--- src/rtl/csa_pkg.sv ---
// Shared constants and types of the completion slot allocator.
package csa_pkg;

   // Slots usable in each bank; slot numbering always spans BANK_SPAN per bank.
   localparam int SLOTS_PER_BANK_DEFAULT = 64;
   localparam int BANK_SPAN              = 64;
   localparam int OFFSET_W               = 6;   // log2 of BANK_SPAN
   localparam int ENTRY_SHIFT            = 6;   // 64-byte entries

   localparam int SLOT_W  = 7;
   localparam int ADDR_W  = 64;
   localparam int DATA_W  = 64;
   localparam int PADDR_W = 5;

   // Request codes.
   typedef enum logic [1:0] {
      OP_ALLOC   = 2'd0,
      OP_RELEASE = 2'd1,
      OP_QUERY   = 2'd2
   } op_type;

   // Context mode codes.
   localparam logic [1:0] CTX_SHARED = 2'd0;
   localparam logic [1:0] CTX_REMOTE = 2'd1;
   localparam logic [1:0] CTX_SPLIT  = 2'd2;

   // Register indexes (byte address = 8 * index).
   localparam logic [1:0] REG_CONTEXT_MODE = 2'd0;
   localparam logic [1:0] REG_LOCAL_PAGE   = 2'd1;
   localparam logic [1:0] REG_REMOTE_PAGE  = 2'd2;

endpackage

--- src/rtl/csa_if.sv ---
// Request and response channel interfaces of the completion slot allocator.
interface csa_req_if;
   logic                         valid;
   logic                         ready;
   logic [1:0]                   mode;
   logic                         want_remote;
   logic [csa_pkg::SLOT_W-1:0]   slot_number;

   modport source (output valid, mode, want_remote, slot_number, input ready);
   modport sink   (input valid, mode, want_remote, slot_number, output ready);
endinterface

interface csa_rsp_if;
   logic                         valid;
   logic                         ready;
   logic                         ok;
   logic [csa_pkg::SLOT_W-1:0]   granted_slot;
   logic [csa_pkg::ADDR_W-1:0]   slot_address;

   modport source (output valid, ok, granted_slot, slot_address, input ready);
   modport sink   (input valid, ok, granted_slot, slot_address, output ready);
endinterface

--- src/rtl/completion_slot_allocator.sv ---
// Completion slot allocator: two busy bitmaps with first-free allocation, release and address query.
//
// Usage:
//   req_chan carries one request per transfer: allocate (lowest free slot of the
//   local bank, or of the remote bank when want_remote is set in split context
//   mode), release (clear one busy bit) or address query (page base + 64 * offset).
//   rsp_chan returns exactly one result per request, in request order.
//   The csr_ APB port holds context_mode (0x00), local_page_iova (0x08) and
//   remote_page_iova (0x10); write them only while no request is in flight.
// Pipeline and throughput:
//   A request is captured in an input register, decoded against the busy bitmaps in
//   one pass and loaded into the result register once it is empty or draining.
//   One request per cycle is sustained while rsp_chan.ready stays high; the next
//   request sees the updated bitmaps.
// Reset:
//   Synchronous, active high. Every slot becomes free, all registers read zero,
//   and both pipeline stages empty.
// Stall:
//   When rsp_chan.ready stays low the result register holds, the input register
//   holds one more request, and req_chan.ready drops until the result drains.
module completion_slot_allocator #(
   parameter int SLOTS_PER_BANK = csa_pkg::SLOTS_PER_BANK_DEFAULT
) (
   input  logic                          clock,
   input  logic                          reset,
   csa_req_if.sink                       req_chan,
   csa_rsp_if.source                     rsp_chan,
   input  logic                          csr_psel,
   input  logic                          csr_penable,
   input  logic                          csr_pwrite,
   input  logic [csa_pkg::PADDR_W-1:0]   csr_paddr,
   input  logic [csa_pkg::DATA_W-1:0]    csr_pwdata,
   output logic [csa_pkg::DATA_W-1:0]    csr_prdata,
   output logic                          csr_pready
);

   localparam int OFF_W = csa_pkg::OFFSET_W;

   // One-hot to index over the bank; each index bit is an independent OR.
   function automatic logic [OFF_W-1:0] encode_onehot(input logic [SLOTS_PER_BANK-1:0] oh);
      logic [OFF_W-1:0] idx;
      idx = '0;
      for (int i = 0; i < SLOTS_PER_BANK; i++) begin
         for (int b = 0; b < OFF_W; b++) begin
            if (((i >> b) & 1) == 1) begin
               idx[b] = idx[b] | oh[i];
            end
         end
      end
      return idx;
   endfunction

   // ---------------- configuration registers ----------------
   logic [1:0]                    context_mode_ff;
   logic [csa_pkg::ADDR_W-1:0]    local_page_ff;
   logic [csa_pkg::ADDR_W-1:0]    remote_page_ff;
   logic                          csr_write;
   logic [1:0]                    csr_index;

   assign csr_pready = 1'b1;
   assign csr_write  = csr_psel && csr_penable && csr_pwrite && csr_pready;
   assign csr_index  = csr_paddr[4:3];

   always_ff @(posedge clock) begin
      if (reset) begin
         context_mode_ff <= csa_pkg::CTX_SHARED;
         local_page_ff   <= '0;
         remote_page_ff  <= '0;
      end else if (csr_write) begin
         unique case (csr_index)
            csa_pkg::REG_CONTEXT_MODE: context_mode_ff <= csr_pwdata[1:0];
            csa_pkg::REG_LOCAL_PAGE:   local_page_ff   <= csr_pwdata;
            csa_pkg::REG_REMOTE_PAGE:  remote_page_ff  <= csr_pwdata;
            default: ;  // drop writes beyond the register list
         endcase
      end
   end

   always_comb begin
      unique case (csr_index)
         csa_pkg::REG_CONTEXT_MODE: csr_prdata = {{(csa_pkg::DATA_W-2){1'b0}}, context_mode_ff};
         csa_pkg::REG_LOCAL_PAGE:   csr_prdata = local_page_ff;
         csa_pkg::REG_REMOTE_PAGE:  csr_prdata = remote_page_ff;
         default:                   csr_prdata = '0;
      endcase
   end

   // ---------------- input register ----------------
   logic                          req_valid_ff;
   logic [1:0]                    req_mode_ff;
   logic                          req_remote_ff;
   logic [csa_pkg::SLOT_W-1:0]    req_slot_ff;
   logic                          rsp_valid_ff;
   logic                          advance;

   // Advance the captured request when the result register is empty or draining.
   assign advance        = req_valid_ff && (!rsp_valid_ff || rsp_chan.ready);
   assign req_chan.ready = !req_valid_ff || advance;

   always_ff @(posedge clock) begin
      if (reset) begin
         req_valid_ff <= 1'b0;
      end else if (req_chan.ready) begin
         req_valid_ff <= req_chan.valid;
      end
   end

   always_ff @(posedge clock) begin
      if (req_chan.valid && req_chan.ready) begin
         req_mode_ff   <= req_chan.mode;
         req_remote_ff <= req_chan.want_remote;
         req_slot_ff   <= req_chan.slot_number;
      end
   end

   // ---------------- decode against the bitmaps ----------------
   logic [SLOTS_PER_BANK-1:0]     local_busy_ff,  local_busy_in;
   logic [SLOTS_PER_BANK-1:0]     remote_busy_ff, remote_busy_in;
   logic [SLOTS_PER_BANK-1:0]     bank_free;
   logic [SLOTS_PER_BANK-1:0]     first_free;
   logic [SLOTS_PER_BANK-1:0]     release_mask;
   logic [OFF_W-1:0]              slot_offset;
   logic                          slot_is_remote;
   logic                          alloc_remote;
   logic [csa_pkg::ADDR_W-1:0]    page_base;
   logic                          ok_ff,      ok_in;
   logic [csa_pkg::SLOT_W-1:0]    granted_ff, granted_in;
   logic [csa_pkg::ADDR_W-1:0]    address_ff, address_in;

   assign slot_offset    = req_slot_ff[OFF_W-1:0];
   assign slot_is_remote = req_slot_ff[csa_pkg::SLOT_W-1];
   assign alloc_remote   = req_remote_ff && (context_mode_ff == csa_pkg::CTX_SPLIT);

   // Isolate the lowest free slot of the chosen bank.
   assign bank_free  = alloc_remote ? ~remote_busy_ff : ~local_busy_ff;
   assign first_free = bank_free & (~bank_free + 1'b1);

   // Offsets at or past the bank size match no bit, so such releases are dropped.
   always_comb begin
      for (int i = 0; i < SLOTS_PER_BANK; i++) begin
         release_mask[i] = (slot_offset == OFF_W'(i));
      end
   end

   assign page_base = (slot_is_remote || context_mode_ff == csa_pkg::CTX_REMOTE)
                      ? remote_page_ff : local_page_ff;

   always_comb begin
      local_busy_in  = local_busy_ff;
      remote_busy_in = remote_busy_ff;
      ok_in          = 1'b0;
      granted_in     = '0;
      address_in     = '0;
      unique case (req_mode_ff)
         csa_pkg::OP_ALLOC: begin
            if (bank_free != '0) begin
               ok_in      = 1'b1;
               granted_in = {alloc_remote, encode_onehot(first_free)};
               if (alloc_remote) begin
                  remote_busy_in = remote_busy_ff | first_free;
               end else begin
                  local_busy_in  = local_busy_ff | first_free;
               end
            end
         end
         csa_pkg::OP_RELEASE: begin
            ok_in = 1'b1;
            if (slot_is_remote) begin
               remote_busy_in = remote_busy_ff & ~release_mask;
            end else begin
               local_busy_in  = local_busy_ff & ~release_mask;
            end
         end
         csa_pkg::OP_QUERY: begin
            ok_in      = 1'b1;
            address_in = page_base +
                         {{(csa_pkg::ADDR_W-OFF_W-csa_pkg::ENTRY_SHIFT){1'b0}},
                          slot_offset, {csa_pkg::ENTRY_SHIFT{1'b0}}};
         end
         default: ;  // unused code: no change, all-zero result
      endcase
   end

   // ---------------- bitmaps and result register ----------------
   always_ff @(posedge clock) begin
      if (reset) begin
         local_busy_ff  <= '0;
         remote_busy_ff <= '0;
      end else if (advance) begin
         local_busy_ff  <= local_busy_in;
         remote_busy_ff <= remote_busy_in;
      end
   end

   always_ff @(posedge clock) begin
      if (reset) begin
         rsp_valid_ff <= 1'b0;
      end else if (advance) begin
         rsp_valid_ff <= 1'b1;
      end else if (rsp_chan.ready) begin
         rsp_valid_ff <= 1'b0;
      end
   end

   always_ff @(posedge clock) begin
      if (advance) begin
         ok_ff      <= ok_in;
         granted_ff <= granted_in;
         address_ff <= address_in;
      end
   end

   assign rsp_chan.valid        = rsp_valid_ff;
   assign rsp_chan.ok           = ok_ff;
   assign rsp_chan.granted_slot = granted_ff;
   assign rsp_chan.slot_address = address_ff;

endmodule
--- src/flat_wrapper.sv ---
// flat-port wrapper written by rule: the top's interface ports become plain ports
module completion_slot_allocator_flat 
#(
   parameter int SLOTS_PER_BANK = csa_pkg::SLOTS_PER_BANK_DEFAULT
)
  (clock, reset, csr_psel, csr_penable, csr_pwrite, csr_paddr, csr_pwdata, csr_prdata, csr_pready, req_chan_valid, req_chan_mode, req_chan_want_remote, req_chan_slot_number, req_chan_ready, rsp_chan_valid, rsp_chan_ok, rsp_chan_granted_slot, rsp_chan_slot_address, rsp_chan_ready);
  csa_req_if req_chan_i ();
  csa_rsp_if rsp_chan_i ();
  input  logic clock;
  input  logic reset;
  input  logic csr_psel;
  input  logic csr_penable;
  input  logic csr_pwrite;
  input  logic [csa_pkg::PADDR_W-1:0] csr_paddr;
  input  logic [csa_pkg::DATA_W-1:0] csr_pwdata;
  output logic [csa_pkg::DATA_W-1:0] csr_prdata;
  output logic csr_pready;
  input wire logic [$bits(req_chan_i.valid)-1:0] req_chan_valid;
  input wire logic [$bits(req_chan_i.mode)-1:0] req_chan_mode;
  input wire logic [$bits(req_chan_i.want_remote)-1:0] req_chan_want_remote;
  input wire logic [$bits(req_chan_i.slot_number)-1:0] req_chan_slot_number;
  output wire logic [$bits(req_chan_i.ready)-1:0] req_chan_ready;
  output wire logic [$bits(rsp_chan_i.valid)-1:0] rsp_chan_valid;
  output wire logic [$bits(rsp_chan_i.ok)-1:0] rsp_chan_ok;
  output wire logic [$bits(rsp_chan_i.granted_slot)-1:0] rsp_chan_granted_slot;
  output wire logic [$bits(rsp_chan_i.slot_address)-1:0] rsp_chan_slot_address;
  input wire logic [$bits(rsp_chan_i.ready)-1:0] rsp_chan_ready;
  assign req_chan_i.valid = req_chan_valid;
  assign req_chan_i.mode = req_chan_mode;
  assign req_chan_i.want_remote = req_chan_want_remote;
  assign req_chan_i.slot_number = req_chan_slot_number;
  assign req_chan_ready = req_chan_i.ready;
  assign rsp_chan_valid = rsp_chan_i.valid;
  assign rsp_chan_ok = rsp_chan_i.ok;
  assign rsp_chan_granted_slot = rsp_chan_i.granted_slot;
  assign rsp_chan_slot_address = rsp_chan_i.slot_address;
  assign rsp_chan_i.ready = rsp_chan_ready;
  completion_slot_allocator #(.SLOTS_PER_BANK(SLOTS_PER_BANK)) u_core (.clock(clock), .reset(reset), .req_chan(req_chan_i), .rsp_chan(rsp_chan_i), .csr_psel(csr_psel), .csr_penable(csr_penable), .csr_pwrite(csr_pwrite), .csr_paddr(csr_paddr), .csr_pwdata(csr_pwdata), .csr_prdata(csr_prdata), .csr_pready(csr_pready));
endmodule
--- config.mk ---
export PLATFORM = sky130hd
export DESIGN_NAME = completion_slot_allocator_flat
export DESIGN_NICKNAME = d
export VERILOG_FILES = /design/src/rtl/csa_pkg.sv /design/src/rtl/csa_if.sv /design/src/rtl/completion_slot_allocator.sv /design/src/flat_wrapper.sv
export SDC_FILE = /design/constraint.sdc
export NUM_CORES = 1
export LEC_CHECK = 0
export BUFFER_PORTS_ARGS = -buffer_cell sky130_fd_sc_hd__buf_2
export CORE_UTILIZATION = 35
export DETAILED_ROUTE_END_ITERATION = 7
export GPL_ROUTABILITY_DRIVEN = 0
export HOLD_SLACK_MARGIN = 0.05
export PLACE_DENSITY = 0.51
export REMOVE_ABC_BUFFERS = 1
export SYNTH_ARGS = -nofsm -noshare
export SYNTH_HDL_FRONTEND = slang
export SYNTH_SLANG_ARGS = --single-unit
--- constraint.sdc ---
create_clock -name clock -period 12.8 [get_ports clock]
set_input_delay 0.64 -clock clock [delete_from_list [all_inputs] [get_ports clock]]
set_output_delay 0.64 -clock clock [all_outputs]
set_load 0.01 [all_outputs]
==> results_dict.tcl, run 1 <==
set metrics [dict create \
    wl_per_cell_um 23.26 \
    critPathRequiredTime_ps 13120 \
    synth_most_common_cell "nand2_1" \
    netlist_instances 2410 \
    fmax_mhz 185.5 \
    reg2reg_to "u_core.rsp_chan.slot_address[56]" \
    vias 19540 \
    synthTopCellsByCount "nand2_1 (540), a21oi_1 (285), dfxtp_1 (260)" \
    intPower_mw 1.862 \
    clock_skew_ps 12.36 \
    drt_iter0_markers 1741 \
    vdd_drop_max_mv 0.09767 \
    r2r_start "u_core.req_slot_ff[6]" \
    io_pins 225 \
    num-nets-final 2658 \
    nFillCells 5418 \
    status "complete, no violations" \
    critPathLaunch "u_core.req_slot_ff[6]" \
    yosys.area.top_type "dfxtp_1" \
    tightest_slew_ps 1086 \
    ff2ff_setup_slack_ps 7410 \
    holdBufCountCts 0 \
    dr.pass1.iters 6 \
    rows 84 \
    clkPwrFrac_pct 48.6 \
    crit_type "flop to flop" \
    finalPower_mw 2.494 \
    grt_max_degree 127 \
    reg2reg_depth 14 \
    synth_edf_count 82 \
    syn_avg_cell_area_um2 7.828 \
    die_area_mm2 0.05483 \
    setup_viol 0 \
    post-route-period-util_pct 42.12 \
    hold_viol_final 0 \
    fp.dieH_um 234.2 \
    cap_violations 0 \
    yosys-top-cells-area "dfxtp_1 (28%), edfxtp_1 (13%), nand2_1 (11%), a21oi_1 (7.6%), o21ai_0 (4.0%)" \
    period_minus_slack_ps 5392 \
    cts_buffer_depth 3 \
    synth_top_area_share_pct 27.59 \
    cts_root_buf "clkbuf_16" \
    rsz0062_at_grt "false" \
    ys_dominant_reg_cell "dfxtp_1" \
    insertion_delay_ps 590 \
    areaGrowthSynthToFinish_pct 16.21 \
    layout-drive-gt1-share_pct 14.10 \
    core-area_mm2 0.05287 \
    slew_viol_final 0 \
    drc 0 \
    ctsResizeCount 0 \
    seq_area_mm2 0.007667 \
    relSlewSlack_pct 27.13 \
    p_sw_uw 632.3 \
    cts_buffers 43 \
    grt_antenna_before_repair 12 \
    h-tree-depth 2 \
    clkSlewWorstSetupHoldPaths_ps 60 \
    p_seq_share_pct 45.6 \
    synth_warnings 0 \
    pwr_density_cell_mw_per_mm2 113.8 \
    die_w_um 234.2 \
    ys_types 82 \
    endpoint "u_core.rsp_chan.slot_address[56]" \
    synth-seq-cells 342 \
    grt_pass1_wl_um 114400 \
    grtUsageTotal_pct 27.34 \
    multi_input_area_mm2 0.01060 \
    cp-end-kind "flop" \
    fin_setup_tns_ps 0 \
    postCtsSetupRepairBufs 0 \
    cp.arrival_ps 5720 \
    yosysSeqAreaShare_pct 40.64 \
    min_path_type "input pin to flop" \
    path_max_fanout 39 \
    initial_core_util_pct 35.68 \
    overflow 0 \
    wl_um 76460 \
    syn_area_mm2 0.01886 \
    leakage_nw 7.435 \
    switching_share_pct 25.35 \
    port_buffers 220 \
    start_kind "flop" \
    cts_tree "built" \
    antenna_left 0 \
    power_frac_comb_pct 5.8 \
    clock_sinks 342 \
    routed_via_density 5.942 \
    async_flop_share_pct 0 \
    grt_pass1_vias 18440 \
    place_hpwl_um 51620 \
]
[metrics by stage]
step | area, um^2 | setup slack, ps | std cells | hold WS (ps) | utilization [%]
final | 21920 | 7408 | 3288 | 229.6 | 41.47
after detailed placement | 20520 | 7438 | 3204 | 463.0 | 38.82
after global placement | 20520 | 7542 | 3204 | 456.7 | 38.82
after CTS | 21910 | 7429 | 3283 | 202.3 | 41.44
after floorplan | 18280 | 4637 | 2268 | 439.2 | -
after global routing | 21910 | 7216 | 3284 | 216.9 | 41.45
[critical path, cell delays in order, from the launching register on]
cell,delay (ps)
edfxtp_1,790
clkinv_1,550
nand2_4,630
nand2_1,110
nand2_1,90
ha_1,190
fa_1,240
a21o_1,140
a21oi_1,110
o21bai_1,180
a21oi_1,220
nor4_2,710
nand4_1,570
o311ai_1,440
o41ai_1,120
[worst min path at each step]
stage	endpoint	cells after the start	slack (ps)	startpoint
finish	u_core.req_remote_ff	1	230	req_chan_want_remote
global route	u_core.req_remote_ff	1	220	req_chan_want_remote
CTS	u_core.req_remote_ff	1	200	req_chan_want_remote
detailed placement	u_core.local_page_ff[6]	2	460	u_core.local_page_ff[6]
global placement	u_core.remote_busy_ff[59]	2	460	u_core.remote_busy_ff[59]
floorplan	u_core.remote_busy_ff[59]	2	440	u_core.remote_busy_ff[59]
[final cells by class]
cell class / instances / share of cell area, %
Multi-Input combinational cell: 1907 / 48.37
Sequential cell: 342 / 34.98
Timing Repair Buffer: 248 / 6.021
Clock buffer: 63 / 5.707
Tap cell: 688 / 3.927
Clock inverter: 16 / 0.6164
Inverter: 19 / 0.3253
Antenna cell: 5 / 0.05707
[registers in the layout (all words and copies together) (netlist names)]
name,cells
u_core.local_busy_ff,64
u_core.remote_busy_ff,64
u_core.req_valid_ff,1
u_core.context_mode_ff,2
u_core.req_mode_ff,2
u_core.rsp_chan.ok,1
u_core.req_remote_ff,1
u_core.rsp_chan.valid,1
u_core.rsp_chan.slot_address,64
u_core.rsp_chan.granted_slot,7
u_core.remote_page_ff,64
u_core.local_page_ff,64
u_core.req_slot_ff,7
[power groups by stage]
stage	logic, mW	clock network (mW)	registers (mW)
after floorplan	0.0544	0	1.16
after global placement	0.142	0	1.16
after detailed placement	0.143	0	1.16
after CTS	0.144	1.23	1.14
after global routing	0.154	1.27	1.14
final	0.144	1.21	1.14
[cell families (layout without fill, tap and decap cells)]
| logic type | after synthesis | count (layout) | share of synthesized area (%) |
|---|---|---|---|
| buffers and inverters | 161 | 346 | 3.489 |
| and+or+nand+nor | 1159 | 1159 | 29.73 |
| other | 1 | 6 | 0.01988 |
| xor gates and xnor gates | 48 | 48 | 2.229 |
| DFF | 342 | 342 | 40.64 |
| AOI/OAI and AO/OA | 630 | 630 | 19.98 |
| adders and majority gates | 11 | 11 | 0.7694 |
| muxes | 58 | 58 | 3.144 |
[placed cells by master, fill, tap and decap left out, types with 11 or more instances in the layout]
| master | synthesis | layout |
|---|---|---|
| nand2_1 | 540 | 539 |
| a21oi_1 | 285 | 285 |
| dfxtp_1 | 260 | 260 |
| buf_2 | 22 | 219 |
| o21ai_0 | 149 | 149 |
| nor2_1 | 148 | 146 |
| nand3_1 | 83 | 83 |
| edfxtp_1 | 82 | 82 |
| a22o_1 | 67 | 67 |
| nor3_1 | 65 | 65 |
| mux2i_1 | 48 | 48 |
| nand4_1 | 45 | 45 |
| clkbuf_16 | 0 | 43 |
| nor4_1 | 40 | 40 |
| and3_1 | 38 | 38 |
| buf_4 | 3 | 28 |
| xor2_1 | 26 | 26 |
| xnor2_1 | 22 | 22 |
| or3_1 | 21 | 21 |
| and2_1 | 20 | 20 |
| nor2b_1 | 21 | 18 |
| nand3b_1 | 18 | 18 |
| o22ai_1 | 18 | 18 |
| nand2b_1 | 17 | 17 |
| inv_1 | 18 | 17 |
| or4_1 | 17 | 17 |
| o211ai_1 | 16 | 16 |
| nor3b_1 | 16 | 15 |
| a31oi_1 | 15 | 14 |
| or2_2 | 13 | 13 |
| and4_1 | 14 | 12 |
| nand4b_1 | 12 | 12 |
| o31ai_1 | 12 | 12 |
| clkbuf_8 | 0 | 11 |
[layer usage]
layer / part of all wire, % / wire (um) / up-vias / track usage [%]
met5: 0.15 / 113 / - / 0
li1: - / - / 9038 / -
met2: 46 / 35440 / 840 / 44.52
met1: 41 / 31380 / 9479 / 34.58
met3: 9.3 / 7137 / 164 / 7.502
met4: 3.1 / 2394 / 16 / 9.355
(Power assumes the default switching activity.)
==> run 2: changes to the inputs <==
==> constraint.sdc (replaced) <==
create_clock -name clock -period 5.1 [get_ports clock]
set_input_delay 0.255 -clock clock [delete_from_list [all_inputs] [get_ports clock]]
set_output_delay 0.255 -clock clock [all_outputs]
set_load 0.01 [all_outputs]
==> run 2 against run 1 <==
Against the previous run: global-route usage down 0.26 points; sequential cell count unchanged; core utilization increased by 1.6 points; setup slack worse by 6800 ps; hold slack worse by 41 ps; non-clock buffer count grew 95; critical endpoint is now u_core.rsp_chan.granted_slot[1]; sequential share of layout area fell by 1.3 points; combinational power grew to 2.9 times the previous value; via count up 0.84%.
==> results_dict.tcl, run 2 (synthesis gave the netlist of run 1 again) <==
set metrics [dict create \
    status "complete, no violations" \
    fp.dieH_um 234.2 \
    die_w_um 234.2 \
    wl_um 75780 \
    place_hpwl_um 52810 \
    setup_viol 0 \
    crit_family "simple AND/OR/NAND/NOR gates" \
    die_area_mm2 0.05483 \
    reg2reg_depth 9 \
    period_minus_slack_ps 4442 \
    overflow 0 \
    cp-end-kind "flop" \
    worst_hold_slack_ps 188.9 \
    path_depth 9 \
    endpoint "u_core.rsp_chan.granted_slot[1]" \
    pwr_density_cell_mw_per_mm2 272.1 \
    power_frac_comb_pct 6.7 \
    p_sw_mw 1.546 \
    clkSlewWorstSetupHoldPaths_ps 60 \
    fmax_mhz 225.1 \
    rsz0062_at_grt "false" \
    start_kind "flop" \
    wl_per_cell_um 22.44 \
    core-area_mm2 0.05287 \
    grtUsageTotal_pct 27.07 \
    leakage_nw 7.829 \
    rows 84 \
    cts_root_buf "clkbuf_16" \
    drt_iter0_markers 1787 \
    nFillCells 5359 \
    fin_util_pct 43.12 \
    clock_sinks 342 \
    p_seq_share_pct 46.0 \
    finalPower_mw 6.201 \
    path_max_fanout 57 \
    grt_max_degree 111 \
    setup_slack_ps 657.8 \
    slew_viol_final 0 \
    io_pins 225 \
    crit_chain "and3b_4, buf_4, nor4_1, o22ai_1, nor4_1, nor2_1, and3_1, and4b_1, a21oi_1" \
    h-tree-depth 2 \
    postCtsSetupRepairBufs 0 \
    vdd_drop_max_mv 0.2256 \
    cts_buffer_depth 3 \
    grt_pass1_vias 18920 \
    grt_pass1_wl_um 114300 \
    switching_share_pct 24.93 \
    r2r_start "u_core.context_mode_ff[0]" \
    port_buffers 220 \
    clkPwrFrac_pct 47.3 \
    areaGrowthSynthToFinish_pct 20.83 \
    critPathSlowestCell "nor4_1" \
    hold_viol_final 0 \
    relSlewSlack_pct 23.43 \
    final_common_cell "nand2_1" \
    dp_slack_ps 775.4 \
    intPower_mw 4.655 \
    post-route-period-util_pct 87.10 \
    tightest_slew_ps 1138 \
    routed_via_density 5.834 \
    dpl.cell_count 3223 \
    clock_skew_ps 26.91 \
    initial_core_util_pct 35.68 \
    layout-drive-gt1-share_pct 14.03 \
    antenna_left 0 \
    cts_buffers 42 \
    critPathRequiredTime_ps 5490 \
    drc 0 \
    worst-path-buf-inv 1 \
    vias 19700 \
    reg2reg_to "u_core.rsp_chan.granted_slot[1]" \
    cp.arrival_ps 4830 \
    dr.pass1.iters 7 \
    seq_area_mm2 0.007667 \
    cap_violations 0 \
    crit_type "flop to flop" \
    slowest_delay_ps 1040 \
    cp_common_cell "nor4_1" \
    multi_input_area_mm2 0.01060 \
    num-nets-final 2752 \
    grt_antenna_before_repair 5 \
    cts_tree "built" \
    insertion_delay_ps 590 \
    min_path_type "input pin to flop" \
    ff2ff_setup_slack_ps 660 \
    fin_cells 3377 \
    critPathLaunch "u_core.context_mode_ff[0]" \
    layout_common_cells "nand2_1 (539), a21oi_1 (285), dfxtp_1 (260)" \
]
==> run 2: layout make-up <==
type | instances | share of cell area, %
clock inverters | 10 | 0.3349
multi-input cells | 1907 | 46.50
repair buffers | 343 | 9.919
inverters | 19 | 0.3129
clock buffers | 66 | 5.500
well taps | 688 | 3.777
diodes | 2 | 0.02196
flip-flops and latches | 342 | 33.64
==> run 2: worst min-delay path by stage <==
stage,slack [ps],endpoint,startpoint,cells after the start
6_report,190,u_core.context_mode_ff[1],csr_penable,4
5_1_grt,220,u_core.context_mode_ff[0],csr_penable,4
4_1_cts,160,u_core.context_mode_ff[1],csr_penable,4
3_5_place_dp,430,u_core.req_mode_ff[1],req_chan_mode[1],1
3_3_place_gp,440,u_core.req_slot_ff[3],req_chan_slot_number[3],1
2_1_floorplan,320,u_core.local_busy_ff[10],reset,1
==> run 2: worst min-delay path: cells and delay by family <==
family | cells | cell delay, ps
muxes | 1 | 100
buffers and inverters | 1 | 120
and+or+nand+nor | 2 | 240
==> run 2: metrics by stage <==
stage	setup TNS, ps	cell area [um^2]
2_1_floorplan	-252640	18280
3_3_place_gp	0	20700
3_5_place_dp	0	20700
4_1_cts	0	22790
5_1_grt	0	22790
6_report	0	22790
==> run 2: power groups by stage <==
| stage | Clock [mW] | Sequential (mW) | Combinational, mW |
|---|---|---|---|
| detailed placement | 0 | 2.91 | 0.363 |
| floorplan | 0 | 2.92 | 0.137 |
| finish | 2.93 | 2.85 | 0.414 |
| global placement | 0 | 2.91 | 0.360 |
| global route | 3.10 | 2.86 | 0.442 |
| CTS | 2.99 | 2.85 | 0.414 |
==> run 2: layer usage <==
layer	vias up	routed length, um	GRT usage [%]	part of all wire, %
met5	-	13	0	0.017
li1	9229	-	-	-
met4	2	2451	9.497	3.2
met1	9463	32050	35.47	42
met3	146	6140	4.973	8.1
met2	862	35120	44.36	46
==> run 2: what timing repair did <==
item,4_1_cts,5_1_grt
hold buffers,76,0
hold endpoints to repair,142,0
resized for setup,0,0
